===== config.mk =====
export PLATFORM = sky130hd
export DESIGN_NAME = era_ctrl
export DESIGN_NICKNAME = d
export VERILOG_FILES = /design/src/rtl/era_pkg.sv /design/src/rtl/era_ctrl.sv
export SDC_FILE = /design/constraint.sdc
export NUM_CORES = 1
export LEC_CHECK = 0
export BUFFER_PORTS_ARGS = -buffer_cell sky130_fd_sc_hd__buf_2
export CAP_MARGIN = 20
export CORE_MARGIN = 4
export CORE_UTILIZATION = 55
export DETAILED_ROUTE_END_ITERATION = 12
export PLACE_DENSITY = 0.78
export SYNTH_ARGS = -nofsm -noshare
export SYNTH_HDL_FRONTEND = slang
export SYNTH_SLANG_ARGS = --single-unit

===== constraint.sdc =====
create_clock -name clk -period 5.1 [get_ports clk]
set_clock_uncertainty 0.1 [all_clocks]
set_input_delay 0.765 -clock clk [delete_from_list [all_inputs] [get_ports clk]]
set_output_delay 0.765 -clock clk [all_outputs]
set_load 0.05 [all_outputs]

===== src/rtl/era_pkg.sv =====
// Shared types and codes for the extent region allocator.
`timescale 1ns / 1ps
package era_pkg;

  localparam logic [2:0] ST_OK        = 3'd0;
  localparam logic [2:0] ST_BAD_MODE  = 3'd1;
  localparam logic [2:0] ST_TOO_LARGE = 3'd2;
  localparam logic [2:0] ST_NO_FIT    = 3'd3;
  localparam logic [2:0] ST_FULL      = 3'd4;
  localparam logic [2:0] ST_NOT_FOUND = 3'd5;

  localparam logic [2:0] MODE_LOW      = 3'd0;
  localparam logic [2:0] MODE_HIGH     = 3'd1;
  localparam logic [2:0] MODE_FIXED    = 3'd2;
  localparam logic [2:0] MODE_LOW_AL   = 3'd3;
  localparam logic [2:0] MODE_HIGH_AL  = 3'd4;

  localparam logic CMD_ALLOC = 1'b0;
  localparam logic CMD_FREE  = 1'b1;

  localparam logic CFG_BASE = 1'b0;
  localparam logic CFG_LEN  = 1'b1;

  // Sizes and starts keep a 4-byte granule.
  localparam logic [31:0] GRAIN_MASK = 32'd3;

  typedef enum logic [4:0] {
    S_IDLE, S_CHECK, S_ARD, S_AEV, S_CARVE, S_URD, S_UEV, S_PCHK, S_PRD, S_PEV,
    S_MERGE, S_INS, S_INSW, S_REM, S_REMW, S_UWR, S_UCLR
  } era_state_t;

  // Free extent write data choices.
  typedef enum logic [2:0] {
    W_LB_S, W_E_UB, W_RD, W_INS, W_PREV_NE, W_PREV_UB, W_LB_NE
  } era_wsel_t;

  typedef struct packed {
    logic      load;
    logic      check;
    logic      take_hit;
    logic      take_used;
    logic      take_prev;
    logic      take_next;
    logic      fwe;
    era_wsel_t wsel;
    logic      cnt_inc;
    logic      cnt_dec;
    logic      used_wr;
    logic      used_clr;
    logic      fin;
    logic [2:0] fin_status;
  } era_cmd_t;

  typedef struct packed {
    logic [2:0] pc_status;
    logic       is_free;
    logic       is_high;
    logic       fit;
    logic       left;
    logic       right;
    logic       match;
    logic       lt_ub;
    logic       mprev;
    logic       mnext;
    logic       out_busy;
  } era_stat_t;

endpackage


===== src/rtl/era_ctrl.sv =====
// Sequencer for allocate and free requests: scans, shifts and final updates.
`timescale 1ns / 1ps
module era_ctrl import era_pkg::*; #(
  parameter int FREE_SLOTS = 32,
  parameter int USED_SLOTS = 32
) (
  input  logic                        clk,
  input  logic                        rst_n,
  input  logic                        in_valid,
  output logic                        in_ready,
  input  era_stat_t                   st,
  input  logic [$clog2(FREE_SLOTS+1)-1:0] cnt,
  output era_cmd_t                    cmd,
  output logic [$clog2(FREE_SLOTS)-1:0]   faddr,
  output logic [$clog2(FREE_SLOTS)-1:0]   fwaddr,
  output logic [(USED_SLOTS > 1 ? $clog2(USED_SLOTS) : 1)-1:0] uaddr
);

  localparam int FIW = $clog2(FREE_SLOTS);
  localparam int FCW = $clog2(FREE_SLOTS + 1);
  localparam int UIW = USED_SLOTS > 1 ? $clog2(USED_SLOTS) : 1;

  era_state_t     state_r, state_nxt;
  logic [FCW-1:0] idx_r, idx_nxt;
  logic [FCW-1:0] k_r, k_nxt;
  logic [FCW-1:0] pos_r, pos_nxt;
  logic [UIW-1:0] uidx_r, uidx_nxt;

  always_ff @(posedge clk) begin
    if (!rst_n) begin
      state_r <= S_IDLE;
      idx_r   <= '0;
      k_r     <= '0;
      pos_r   <= '0;
      uidx_r  <= '0;
    end else begin
      state_r <= state_nxt;
      idx_r   <= idx_nxt;
      k_r     <= k_nxt;
      pos_r   <= pos_nxt;
      uidx_r  <= uidx_nxt;
    end
  end

  always_comb begin
    state_nxt = state_r;
    idx_nxt   = idx_r;
    k_nxt     = k_r;
    pos_nxt   = pos_r;
    uidx_nxt  = uidx_r;
    cmd       = '0;
    cmd.wsel  = W_RD;
    cmd.fin_status = ST_OK;
    faddr     = idx_r[FIW-1:0];
    fwaddr    = idx_r[FIW-1:0];
    uaddr     = uidx_r;
    in_ready  = (state_r == S_IDLE) && !st.out_busy;
    unique case (state_r)
      S_IDLE: begin
        if (in_valid && in_ready) begin
          cmd.load  = 1'b1;
          state_nxt = S_CHECK;
        end
      end
      S_CHECK: begin
        if (st.is_free) begin
          uidx_nxt  = '0;
          state_nxt = S_URD;
        end else if (st.pc_status != ST_OK) begin
          cmd.fin = 1'b1;
          cmd.fin_status = st.pc_status;
          state_nxt = S_IDLE;
        end else if (cnt == '0) begin
          cmd.fin = 1'b1;
          cmd.fin_status = ST_NO_FIT;
          state_nxt = S_IDLE;
        end else begin
          cmd.check = 1'b1;
          idx_nxt   = st.is_high ? cnt - FCW'(1) : '0;
          state_nxt = S_ARD;
        end
      end
      S_ARD: state_nxt = S_AEV;
      S_AEV: begin
        if (st.fit) begin
          cmd.take_hit = 1'b1;
          state_nxt = S_CARVE;
        end else if (st.is_high) begin
          if (idx_r == '0) begin
            cmd.fin = 1'b1;
            cmd.fin_status = ST_NO_FIT;
            state_nxt = S_IDLE;
          end else begin
            idx_nxt   = idx_r - FCW'(1);
            state_nxt = S_ARD;
          end
        end else if (idx_r + FCW'(1) < cnt) begin
          idx_nxt   = idx_r + FCW'(1);
          state_nxt = S_ARD;
        end else begin
          cmd.fin = 1'b1;
          cmd.fin_status = ST_NO_FIT;
          state_nxt = S_IDLE;
        end
      end
      S_CARVE: begin
        if (st.left && st.right) begin
          if (cnt >= FCW'(FREE_SLOTS)) begin
            cmd.fin = 1'b1;
            cmd.fin_status = ST_FULL;
            state_nxt = S_IDLE;
          end else begin
            cmd.fwe  = 1'b1;
            cmd.wsel = W_LB_S;
            pos_nxt  = idx_r + FCW'(1);
            k_nxt    = cnt;
            state_nxt = S_INS;
          end
        end else if (st.left) begin
          cmd.fwe  = 1'b1;
          cmd.wsel = W_LB_S;
          state_nxt = S_UWR;
        end else if (st.right) begin
          cmd.fwe  = 1'b1;
          cmd.wsel = W_E_UB;
          state_nxt = S_UWR;
        end else begin
          k_nxt     = idx_r;
          state_nxt = S_REM;
        end
      end
      S_URD: state_nxt = S_UEV;
      S_UEV: begin
        if (st.match) begin
          cmd.take_used = 1'b1;
          idx_nxt   = '0;
          state_nxt = S_PCHK;
        end else if (uidx_r == UIW'(USED_SLOTS - 1)) begin
          cmd.fin = 1'b1;
          cmd.fin_status = ST_NOT_FOUND;
          state_nxt = S_IDLE;
        end else begin
          uidx_nxt  = uidx_r + UIW'(1);
          state_nxt = S_URD;
        end
      end
      S_PCHK: state_nxt = (idx_r < cnt) ? S_PRD : S_MERGE;
      S_PRD:  state_nxt = S_PEV;
      S_PEV: begin
        if (st.lt_ub) begin
          cmd.take_prev = 1'b1;
          idx_nxt   = idx_r + FCW'(1);
          state_nxt = S_PCHK;
        end else begin
          cmd.take_next = 1'b1;
          state_nxt = S_MERGE;
        end
      end
      S_MERGE: begin
        if (st.mprev && st.mnext) begin
          fwaddr   = FIW'(idx_r - FCW'(1));
          cmd.fwe  = 1'b1;
          cmd.wsel = W_PREV_NE;
          k_nxt    = idx_r;
          state_nxt = S_REM;
        end else if (st.mprev) begin
          fwaddr   = FIW'(idx_r - FCW'(1));
          cmd.fwe  = 1'b1;
          cmd.wsel = W_PREV_UB;
          state_nxt = S_UCLR;
        end else if (st.mnext) begin
          cmd.fwe  = 1'b1;
          cmd.wsel = W_LB_NE;
          state_nxt = S_UCLR;
        end else if (cnt >= FCW'(FREE_SLOTS)) begin
          cmd.fin = 1'b1;
          cmd.fin_status = ST_FULL;
          state_nxt = S_IDLE;
        end else begin
          pos_nxt   = idx_r;
          k_nxt     = cnt;
          state_nxt = S_INS;
        end
      end
      S_INS: begin
        if (k_r > pos_r) begin
          faddr     = FIW'(k_r - FCW'(1));
          state_nxt = S_INSW;
        end else begin
          fwaddr      = pos_r[FIW-1:0];
          cmd.fwe     = 1'b1;
          cmd.wsel    = W_INS;
          cmd.cnt_inc = 1'b1;
          state_nxt   = st.is_free ? S_UCLR : S_UWR;
        end
      end
      S_INSW: begin
        // shift one entry up
        fwaddr    = k_r[FIW-1:0];
        cmd.fwe   = 1'b1;
        cmd.wsel  = W_RD;
        k_nxt     = k_r - FCW'(1);
        state_nxt = S_INS;
      end
      S_REM: begin
        if (k_r + FCW'(1) < cnt) begin
          faddr     = FIW'(k_r + FCW'(1));
          state_nxt = S_REMW;
        end else begin
          cmd.cnt_dec = 1'b1;
          state_nxt   = st.is_free ? S_UCLR : S_UWR;
        end
      end
      S_REMW: begin
        fwaddr    = k_r[FIW-1:0];
        cmd.fwe   = 1'b1;
        cmd.wsel  = W_RD;
        k_nxt     = k_r + FCW'(1);
        state_nxt = S_REM;
      end
      S_UWR: begin
        cmd.used_wr = 1'b1;
        cmd.fin     = 1'b1;
        cmd.fin_status = ST_OK;
        state_nxt   = S_IDLE;
      end
      S_UCLR: begin
        cmd.used_clr = 1'b1;
        cmd.fin      = 1'b1;
        cmd.fin_status = ST_OK;
        state_nxt    = S_IDLE;
      end
      default: state_nxt = S_IDLE;
    endcase
  end

endmodule


Yosys cells after proc, flatten, opt, wreduce, memory -nomap -nowiden

Cells that the tools add are included.

Memories: 0
Input port bits: 22
Memory bits (writable): 0
Word-level logic and storage cells: 176
Output and inout bits: 34
Memory bits (read-only): 0
Register bits after elaboration: 28
Latch bits: 0

Bitwise logic cells: 0
Reductions and logical operators: 19
$mul: 0
Equal/unequal tests: 39
Divide/modulo/power cells: 0
$lt $le $gt $ge: 5
Multiplexer cells: 102
Add/sub/neg operators: 6
Shifts and indexed selects: 0

Operator list:

| operator                                         | number |
|---|---|
| 2-to-1 mux 6 bit                                 | 23 |
| 2-to-1 mux 5 bit                                 | 23 |
| 2-to-1 mux 4 bit                                 | 23 |
| one-hot mux 5 bit (15 select lines)              | 1 |
| one-hot mux 6 bit (4 select lines)               | 2 |
| == test 5 x 4 -> 1 bit, second input constant    | 8 |
| != test 2 bit, second input constant             | 15 |
| one-hot mux 4 bit (6 select lines)               | 1 |
| == test 5 x 3 -> 1 bit, second input constant    | 4 |
| one-hot mux 5 bit (2 select lines)               | 2 |
| < comparator 6 bit                               | 3 |
| != test 3 bit, second input constant             | 6 |
| subtractor 6 x 1 -> 6 bit, second input constant | 3 |
| 2-to-1 mux 1 bit                                 | 17 |
| one-hot mux 4 bit (4 select lines)               | 1 |
| one-hot mux 5 bit (3 select lines)               | 1 |
| adder 6 x 1 -> 6 bit, second input constant      | 2 |
| zero test 6 bit                                  | 2 |
| 2-to-1 mux 2 bit                                 | 6 |
| one-hot mux 6 bit (2 select lines)               | 1 |
| == test 5 x 2 -> 1 bit, second input constant    | 2 |
| == test 5 bit, second input constant             | 2 |
| AND reduction 9 bit                              | 1 |
| nonzero test 4 bit                               | 2 |
| 15 further kinds                                 | 20 |

Logic depth before layout (Yosys ltp)

Gate-level depths: netlist (run 1).

Word-level depth: 6
Depth in mapped cells: 12
Mapped depth without buffers: 11

Least setup slack after synthesis (run 1)

Ideal clock, no wire load.

Path kind: reg-to-output
From: register k_r[3]
To: output faddr[0]
Data arrival time: 3,297 ps
Required time: 4,235 ps
Setup slack: 938 ps
Buffers on the path: 1
Cell stages (with the launch flop): 11
Cell sequence: dfxtp_1 clkbuf_1 nand3_1 xor2_1 inv_1 ha_1 a21o_1 a2111o_1 a21oi_2 o21ai_2 o21ai_0

Longest elaborated chain between the ends: 4
Elaborated cells on any way between the ends: 6
Classes of those cells: add/sub (1); order compare (2); mux (3)

Ends and longest elaborated chain:

| what                                   | RTL line        | source |
|---|---|---|
| start: declaration                     | era_ctrl.sv:25  | `logic [FCW-1:0] k_r, k_nxt;` |
| start signal: assignment               | era_ctrl.sv:39  | `k_r <= k_nxt;` |
| adder 6 x 1 -> 6 bit                   | era_ctrl.sv:206 | `if (k_r + FCW'(1) < cnt) begin` |
| < comparator 6 bit                     | era_ctrl.sv:206 |  |
| 2-to-1 mux 5 bit                       | era_ctrl.sv:206 |  |
| one-hot mux 5 bit (2 select lines) (*) | era_ctrl.sv:58  | `unique case (state_r)` |
| end: declaration                       | era_ctrl.sv:14  | `output logic [$clog2(FREE_SLOTS)-1:0] faddr,` |

Every way passes the cells marked *; elsewhere a longest branch is shown, timed or not.

Final worst setup path (run 1)

From: register k_r[0]
To: output faddr[3]

The elaborated chain is that of the path after synthesis.

==> run metrics, run 1 <==
status completed; CP endpoint kind output pin; vias in the first global route about 3.8k; RD Place Congestion 1.02; die extent in y slightly below 90 um; Num CTS Buffers 3; drt drc 0; core area slightly above 0.006 sq mm; largest net degree at the start of global routing 29; # resized after CTS 0; Post-Syn Nets 540; Detail Route Antenna Nets 0; Max-Cap Viols 0; CTS tree yes; Synth Warn # 0; final wirelength ~11000 um; RSZ-0062 raised after global routing false; Final min period between 4 and 5 ns; GRT Residual Overflow 0; final instance count without filler cells roughly 590; I/O pin count 56; fill cell count between 500 and 600; sequential area share after synthesis between 15 and 20%; DR vias approximately 4k; P_leak between 0.0015 and 0.002 uW; postcts setup bufs 0; Clock Tree Buf Depth 2; Fin. Hold Viols 0; vias per inst 6.79; 1st-iter DRT viols approximately 440; FFs w/ async S/R, synth 0%; root buf cell clkbuf_8; Mapped Area about 0.0035 sq mm; cts hold-fix bufs 0; Cells after DPL ~590; Yosys reg bits 28; Post-synth EDFFs 0; num rows 28; die area ~0.0078 sq mm; worst slew pin tran 0.856 ns; die width about 88 um; Final period util between 80% and 90%; initial core utilization slightly below 60%; crit path DAT 3.70 ns; CTS Sinks 28; power per standard cell area 159 mW/mm^2; clock latency on the worst-skew pair 0.28 ns; initial antenna violation count 0; Max Fclk ~220 MHz; routed length per instance ~19 um; Post-synth top flop dfxtp_1; I/O Buffers 55; P&R area growth vs syn 8.84%; gr usage total between 20% and 30%; ant diodes 0; Max IR drop VDD around 0.13 mV; TNS Setup 0 ns; crit start category flip-flop; final net count 571; Distinct cells, synth 70; Worst Hold Class flip-flop to flip-flop; global-route wire length before repair ~19000 um; R2R depth 10; post-detail-place hpwl ~8600 um; Final Max Slew Viols 0; Synth Instances between 400 and 500; Final Setup Violations 0; hold depth 1; Crit Path Max Fanout 14; required time of the critical path 4.24 ns; DRT Pass-1 Iters 6; relative slew slack a little over two fifths; layout cell share with drive strength beyond 1 14.5%; htree depth 1; Mean Syn Cell Area 7.28 sq um; critical path class flip-flop to output pin; Reg clk slew, reported paths 0.11 ns
path summary, 6_finish.rpt:
kind	startpoint	endpoint	slack, ns
worst min-delay path	pos_r[5]	pos_r[5]	0.41
worst max-delay path	k_r[0]	faddr[3]	0.54
worst max register to register	idx_r[0]	idx_r[3]	1.61
worst min register to register	pos_r[5]	pos_r[5]	0.41
kinds of logic after synthesis:
group | Yosys count | synth area share (%)
xor gates and xnor gates | 28 | 6.93
DFF | 28 | 15.8
adders and majority gates | 32 | 11.3
and+or+nand+nor | 185 | 26.8
muxes | 3 | 0.848
buffers and inverters | 59 | 7.10
AOI/OAI and AO/OA | 151 | 31.2
synthesized netlist by cell type, drive strengths merged, types with 7 or more instances:
| cell | count | area (sq um) |
|---|---|---|
| xor2 | 7 | 61.3 |
| buf | 16 | 90.1 |
| clkbuf | 16 | 60.1 |
| o211ai | 9 | 67.6 |
| xnor2 | 21 | 184 |
| nand3 | 21 | 105 |
| inv | 27 | 101 |
| nor2b | 9 | 56.3 |
| nand2 | 54 | 203 |
| nor3 | 15 | 80.1 |
| a22oi | 8 | 60.1 |
| dfxtp | 28 | 561 |
| o21ai | 34 | 174 |
| nor2 | 36 | 138 |
| and3 | 11 | 73.8 |
| a21oi | 26 | 134 |
| ha | 32 | 400 |
| nand2b | 9 | 56.3 |
| o211a | 7 | 70.1 |
per-stage QoR:
step	total power (uW)	worst slack (ns)	hold WS, ns	cell area (sq um)	util, %
after global routing	637	0.214	0.446	3850	63.2
after floorplan	374	0.938	0.372	3540	-
after detailed placement	425	0.986	0.390	3780	62.0
after global placement	423	1.14	0.382	3780	62.0
after CTS	608	0.629	0.418	3850	63.2
final	611	0.535	0.411	3850	63.2
layer usage:
layer	routed length (um)	vias up	track usage, %
met3	1210	48	4.38
met4	497	0	14.4
met2	5150	276	48.7
li1	-	1865	-
met1	4620	1822	38.9
met5	0	-	0
state kept, by name, summed over array words and instances (netlist names):
register	count
idx_r	6
k_r	6
pos_r	6
state_r	5
uaddr	5
critical path: stages, from the launching register on:
cell,delay (ns)
dfxtp_1,0.64
ha_1,0.32
nand3_1,0.11
xor2_1,0.26
inv_1,0.08
ha_1,0.30
a21o_1,0.19
a21oi_1,0.13
a21boi_0,0.41
nand2b_1,0.25
a221oi_1,0.31
a221o_1,0.17
buf_2,0.26
area by class of cell:
| type | count | area, sq um | share of cell area (%) |
|---|---|---|---|
| Inverter | 27 | 101 | 2.63 |
| Clock inverter | 1 | 30.0 | 0.779 |
| Sequential cell | 28 | 561 | 14.6 |
| Multi-Input combinational cell | 399 | 2730 | 70.8 |
| Timing Repair Buffer | 58 | 298 | 7.73 |
| Clock buffer | 3 | 41.3 | 1.07 |
| Tap cell | 75 | 93.8 | 2.44 |
cell usage in the layout, fill, tap and decap left out, types with 21 or more instances in the layout:
master,synthesis,layout
buf_2,9,55
nand2_1,54,54
nor2_1,35,35
ha_1,32,32
o21ai_0,31,31
dfxtp_1,28,28
inv_1,27,27
a21oi_1,25,25
xnor2_1,21,21
nand3_1,21,21
power breakdown:
part / switching, uW / internal, uW
Sequential: 19.0 / 224
Combinational: 120 / 63.6
Clock: 79.5 / 105
Total: 219 / 392
Power figures use the tool's default switching activity.
==> run 2: changes to the inputs <==
- CORE_ASPECT_RATIO: default -> 1.25
- CORE_MARGIN: 4 -> default
==> run 2 against run 1 <==
  * Count of clock-buffer cells in the layout unchanged
  * Worst setup slack improved by 0.073 ns
  * Sequential power about the same
  * First-iteration DRC count increased by 17%
  * Global-route usage increased by 4.1 points
  * Cell count increased by 1.5%
  * Largest power group unchanged
  * Register-to-register slack improved by 0.10 ns
  * Critical path depth unchanged
  * Utilization decreased by 1.0 points
  * Largest cell class unchanged
  * Die area decreased by 13%
  * Design area increased by 0.13%
==> run metrics, run 2 (synthesized netlist as in run 1, its figures left out) <==
status completed; Final Setup Violations 0; CTS Sinks 28; Final period util roughly nine tenths; core area 0.00621 sq mm; Max IR drop VDD ~0.11 mV; global-route wire length before repair ~18000 um; RD Place Congestion ~0.98; worst r2r src idx_r[0]; Storage cell area between 500 and 600 sq um; Final Max Slew Viols 0; Max-Cap Viols 0; Fin. Hold Viols 0; Worst Setup Slack, final between 0.6 and 0.7 ns; worst slew pin tran approximately 0.94 ns; post-detail-place hpwl about 8500 um; Final min period 4.49 ns; root buf cell clkbuf_8; crit path DAT 3.63 ns; 1st-iter DRT viols 518; CP Cell Sequence ha_1, nand3_1, xor2_1, inv_1, ha_1, a21o_1, a21oi_1, a21boi_0, nand2b_1, a221oi_1, a221o_1, buf_2; largest net degree at the start of global routing 29; fill cell count around 590; biggest regs idx_r: 6 flops, k_r: 6 flops, pos_r: 6 flops; die width 73.8 um; die extent in y between 90 and 100 um; TNS Setup 0 ns; GRT Residual Overflow 0; crit start category flip-flop; layout cell share with drive strength beyond 1 around 14%; Max Fclk approximately 220 MHz; Critical path buffers and inverters 2; I/O pin count 56; Reg2Reg Setup Slack between 1.5 and 2 ns; initial antenna violation count 0; post-route cell area between 0.003 and 0.004 sq mm; power per standard cell area about 160 mW/mm^2; RSZ-0062 raised after global routing false; placed cell area ~0.0038 sq mm; # resized after CTS 0; Clock Tree Buf Depth 2; Num CTS Buffers 3; R2R depth 10; ant diodes 0; CTS tree yes; Worst Hold Class flip-flop to flip-flop; Crit Path Max Fanout 14; P&R area growth vs syn 8.98%; die area between 0.006 and 0.007 sq mm; CP delay by family, top compound AO/OA/AOI/OAI gates; cts hold-fix bufs 0; postcts setup bufs 0; DRT Pass-1 Iters 5; commonest non-fill, non-tap cell in the layout buf_2; most used cell along the critical path ha_1; slowest stage delay, CP about 0.6 ns; dpl ws roughly 1.0 ns; drt drc 0; hold depth 1; reg-to-reg endpoint idx_r[3]; final wirelength ~11000 um; vias in the first global route approximately 3.8k; I/O Buffers 55; Reg clk slew, reported paths approximately 0.12 ns; DR vias ~4.0k; fin util about 62%; critical path class flip-flop to output pin; hold endpoint pos_r[5]; relative slew slack a little under two fifths; routed length per instance approximately 19 um; vias per inst 6.71; CP endpoint kind output pin; htree depth 1; gr usage total roughly 34%; Hold Path Origin pos_r[5]; Total Power around 610 uW; required time of the critical path between 4 and 5 ns; critical path's slowest cell dfxtp_1; initial core utilization 57.0%; final net count 570; num rows 32; P_leak roughly 0.0017 uW; Detail Route Antenna Nets 0; commonest cells after routing, fill and taps aside buf_2, nand2_1, nor2_1; multi-input logic area between 0.002 and 0.003 sq mm; clock latency on the worst-skew pair around 0.29 ns
-- run 2: changes by cell type in the layout (fill, tap and decap cells not counted) --
cell / change
buf_4: -1
-- run 2: worst max-delay path by stage --
stage          depth (start not counted)   start  endpoint  slack [ns]
4_1_cts                               12  k_r[0]  faddr[3]        0.67
5_1_grt                               12  k_r[0]  faddr[3]        0.33
6_report                              12  k_r[0]  faddr[3]        0.61
2_1_floorplan                         10  k_r[3]  faddr[0]        0.94
3_5_place_dp                          12  k_r[0]  faddr[3]        1.03
3_3_place_gp                          12  k_r[0]  faddr[3]        1.16
-- run 2: per-stage QoR --
stage	hold WS, ns	std cells
after CTS	0.422	600
after detailed placement	0.395	596
after global placement	0.383	596
final	0.416	600
after global routing	0.433	600
after floorplan	0.372	486
-- run 2: where the power goes --
group          leakage [uW]  switching, uW  internal, uW
clock             0.0000357           85.7           105
combinational       0.00147            119          62.5
sequential         0.000226           18.3           224
total               0.00173            223           392
-- run 2: layer usage --
metal | global-route usage (%) | vias to the layer above | routed length, um
met5 | 0 | - | 0
met4 | 19.6 | 0 | 668
met3 | 4.62 | 56 | 928
met2 | 57.7 | 271 | 5330
met1 | 40.1 | 1848 | 4350
li1 | - | 1848 | -
-- run 2: layout make-up --
type,count,area share (%)
Sequential cell,28,14.5
Tap cell,85,2.76
Clock inverter,1,0.778
Timing Repair Buffer,57,7.53
Multi-Input combinational cell,399,70.7
Clock buffer,3,1.07
Inverter,27,2.63
==> run 3: changes to the inputs <==
- ABC_AREA: default -> 1
==> run 3 against run 2 <==
  * Combinational power increased to 6.1 times the previous value
  * Critical path depth grew 1
  * Register-to-register slack improved by 0.56 ns
  * Area after synthesis increased by 4.7%
  * Die area grew 4.6%
  * Synthesized cell count up 34%
  * Worst hold slack lost 0.045 ns
  * Total power grew to 2.7 times the previous value
  * Clock power about the same
  * Routed wire length rose by 8.7%
  * Global-route usage up 2.4 points
==> run metrics, run 3 <==
post-route cell area about 0.004 sq mm; sequential area share after synthesis between 15 and 20%; Sw Pwr between 900 and 1000 uW; crit start category flip-flop; Synth top area share 20.9%; postcts setup bufs 0; biggest regs idx_r: 6 flops, k_r: 6 flops, pos_r: 6 flops; Detail Route Antenna Nets 0; die extent in y 93.8 um; Sw Share between 50 and 60%; fin util 63.1%; critical path's slowest cell dfxtp_1; Yosys reg bits 28; Int Power about 690 uW; required time of the critical path between 4 and 5 ns; Final Max Slew Viols 0; Worst Hold Class flip-flop to flip-flop; num rows 33; Area contributors post-synth nand2_1, dfxtp_1, ha_1, nor2_1, inv_1; RD Place Congestion between 1 and 1.5; Critical Path Start k_r[2]; largest net degree at the start of global routing 20; Max-Cap Viols 0; Total Power roughly 1700 uW; 1st-iter DRT viols 411; Reg clk slew, reported paths approximately 0.11 ns; I/O pin count 56; core area 0.00652 sq mm; Synth Instances roughly 650; Final Setup Violations 0; Crit Path Max Fanout 8; initial antenna violation count 0; Logic pwr share between 60% and 70%; Synth Warn # 0; Post-synth top flop dfxtp_1; critical path class flip-flop to output pin; DRT Pass-1 Iters 5; DR vias around 4.4k; clock power share a little under an eighth; Post-Syn Nets ~700; final wirelength between 10000 and 15000 um; Final min period ~4 ns; htree depth 1; Mean Syn Cell Area roughly 5.7 sq um; Fin. Hold Viols 0; WHS ~0.37 ns; CP endpoint kind output pin; global-route wire length before repair 19400 um; placed cell area 0.00404 sq mm; Distinct cells, synth 39; drt drc 0; TNS Setup 0 ns; worst slew pin tran between 0.5 and 0.6 ns; Max IR drop VDD around 0.28 mV; Post-synth EDFFs 0; RSZ-0062 raised after global routing false; final net count approximately 760; commonest non-fill, non-tap cell in the layout nand2_1; power per standard cell area between 400 and 500 mW/mm^2; crit path DAT slightly above 3 ns; CTS Sinks 28; Mapped Area between 0.003 and 0.004 sq mm; Num CTS Buffers 3; Hold Path Origin pos_r[5]; vias per inst between 5 and 6; I/O Buffers 55; CTS tree yes; Max Fclk between 200 and 300 MHz; die width approximately 75 um; worst r2r src idx_r[3]; cts hold-fix bufs 0; CP Cell Sequence nand3_1, nor3_1, xor2_1, ha_1, a21o_1, nor2_1, nand2_1, nor2_2, inv_2, nand2_2, nand2_1, o21ai_0, buf_2; relative slew slack a little under two thirds; routed length per instance 15.5 um; slowest stage delay, CP around 0.55 ns; gr usage total between 30 and 40%; Final period util ~78%; Clock Tree Buf Depth 2; most frequent cell after synthesis nand2_1; P&R area growth vs syn 11.0%; post-detail-place hpwl around 9900 um; commonest cells after routing, fill and taps aside nand2_1, nor2_1, inv_1; root buf cell clkbuf_8; status completed; layout cell share with drive strength beyond 1 14.1%; GRT Residual Overflow 0; die area around 0.007 sq mm; Synth top cells by count nand2_1, nor2_1, inv_1; clock latency on the worst-skew pair 0.29 ns; Synth area leader nand2_1; initial core utilization a little under three fifths; FFs w/ async S/R, synth 0%; ant diodes 0; most used cell along the critical path nand2_1; P_leak between 0.002 and 0.0025 uW; # resized after CTS 0; vias in the first global route between 4k and 5k; Sequential Power Share 21.9%
-- run 3: cell count changes in the layout (fill, tap and decap cells not counted), moves of 8 or more --
cell      before  now
nor2_1        35   84
nand3_1       21   50
nand2b_1       9    0
inv_2          0    9
nor2_4         0    8
o21ai_0       31   39
xnor2_1       21    3
inv_1         27   79
and3_1        10    0
nor2b_1        9    0
nand2_1       54  206
-- run 3: cells by family (layout without fill, tap and decap cells) --
group	Yosys count	count (layout)	synth area share, %
xor gates and xnor gates	16	16	3.78
DFF	28	28	15.1
adders and majority gates	32	32	10.8
buffers and inverters	104	153	10.9
and+or+nand+nor	386	386	45.9
AOI/OAI and AO/OA	87	87	13.5
-- run 3: final cells by class --
| type | count | area [sq um] |
|---|---|---|
| clock buffer | 3 | 41.3 |
| clock inverter | 1 | 30.0 |
| fill | 706 | 2410 |
| inverter | 94 | 357 |
| multi-input combinational | 521 | 2740 |
| sequential | 28 | 561 |
| tap | 87 | 109 |
| timing repair buffer | 55 | 275 |
-- run 3: worst paths after layout --
check | end | slack (ns) | cells after the start
worst max-delay path | faddr[0] | 1.14 | 13
worst min-delay path | pos_r[5] | 0.37 | 2
worst max register to register | idx_r[0] | 2.27 | 16
worst min register to register | pos_r[5] | 0.37 | 2
-- run 3: worst max-delay path: cells and delay by family, from the launching register on --
| kind | cells | cell delay [ns] |
|---|---|---|
| AOI/OAI and AO/OA | 2 | 0.25 |
| xor gates and xnor gates | 1 | 0.33 |
| adders and majority gates | 1 | 0.32 |
| buffers and inverters | 2 | 0.35 |
| DFF | 1 | 0.55 |
| and+or+nand+nor | 7 | 1.02 |
-- run 3: layer usage --
metal | vias to the layer above | share of wire [%] | GRT usage [%] | wire, um
li1 | 2196 | - | - | -
met2 | 208 | 46 | 60.1 | 5620
met4 | 0 | 5.7 | 23.0 | 702
met3 | 56 | 8.1 | 6.33 | 991
met1 | 1929 | 40 | 42.4 | 4940
met5 | - | 0 | 0 | 0
-- run 3: through the flow --
| step | setup slack, ns | cells |
|---|---|---|
| 2_1_floorplan | 1.35 | 653 |
| 3_3_place_gp | 1.53 | 785 |
| 3_5_place_dp | 1.41 | 785 |
| 4_1_cts | 1.22 | 789 |
| 5_1_grt | 0.860 | 789 |
| 6_report | 1.14 | 789 |
-- run 3: power groups by stage --
| stage | Clock, uW | Sequential, uW | Combinational, uW |
|---|---|---|---|
| 2_1_floorplan | 0 | 313 | 841 |
| 3_3_place_gp | 0 | 360 | 1060 |
| 3_5_place_dp | 0 | 361 | 1080 |
| 4_1_cts | 191 | 356 | 1080 |
| 5_1_grt | 199 | 368 | 1220 |
| 6_report | 189 | 362 | 1100 |
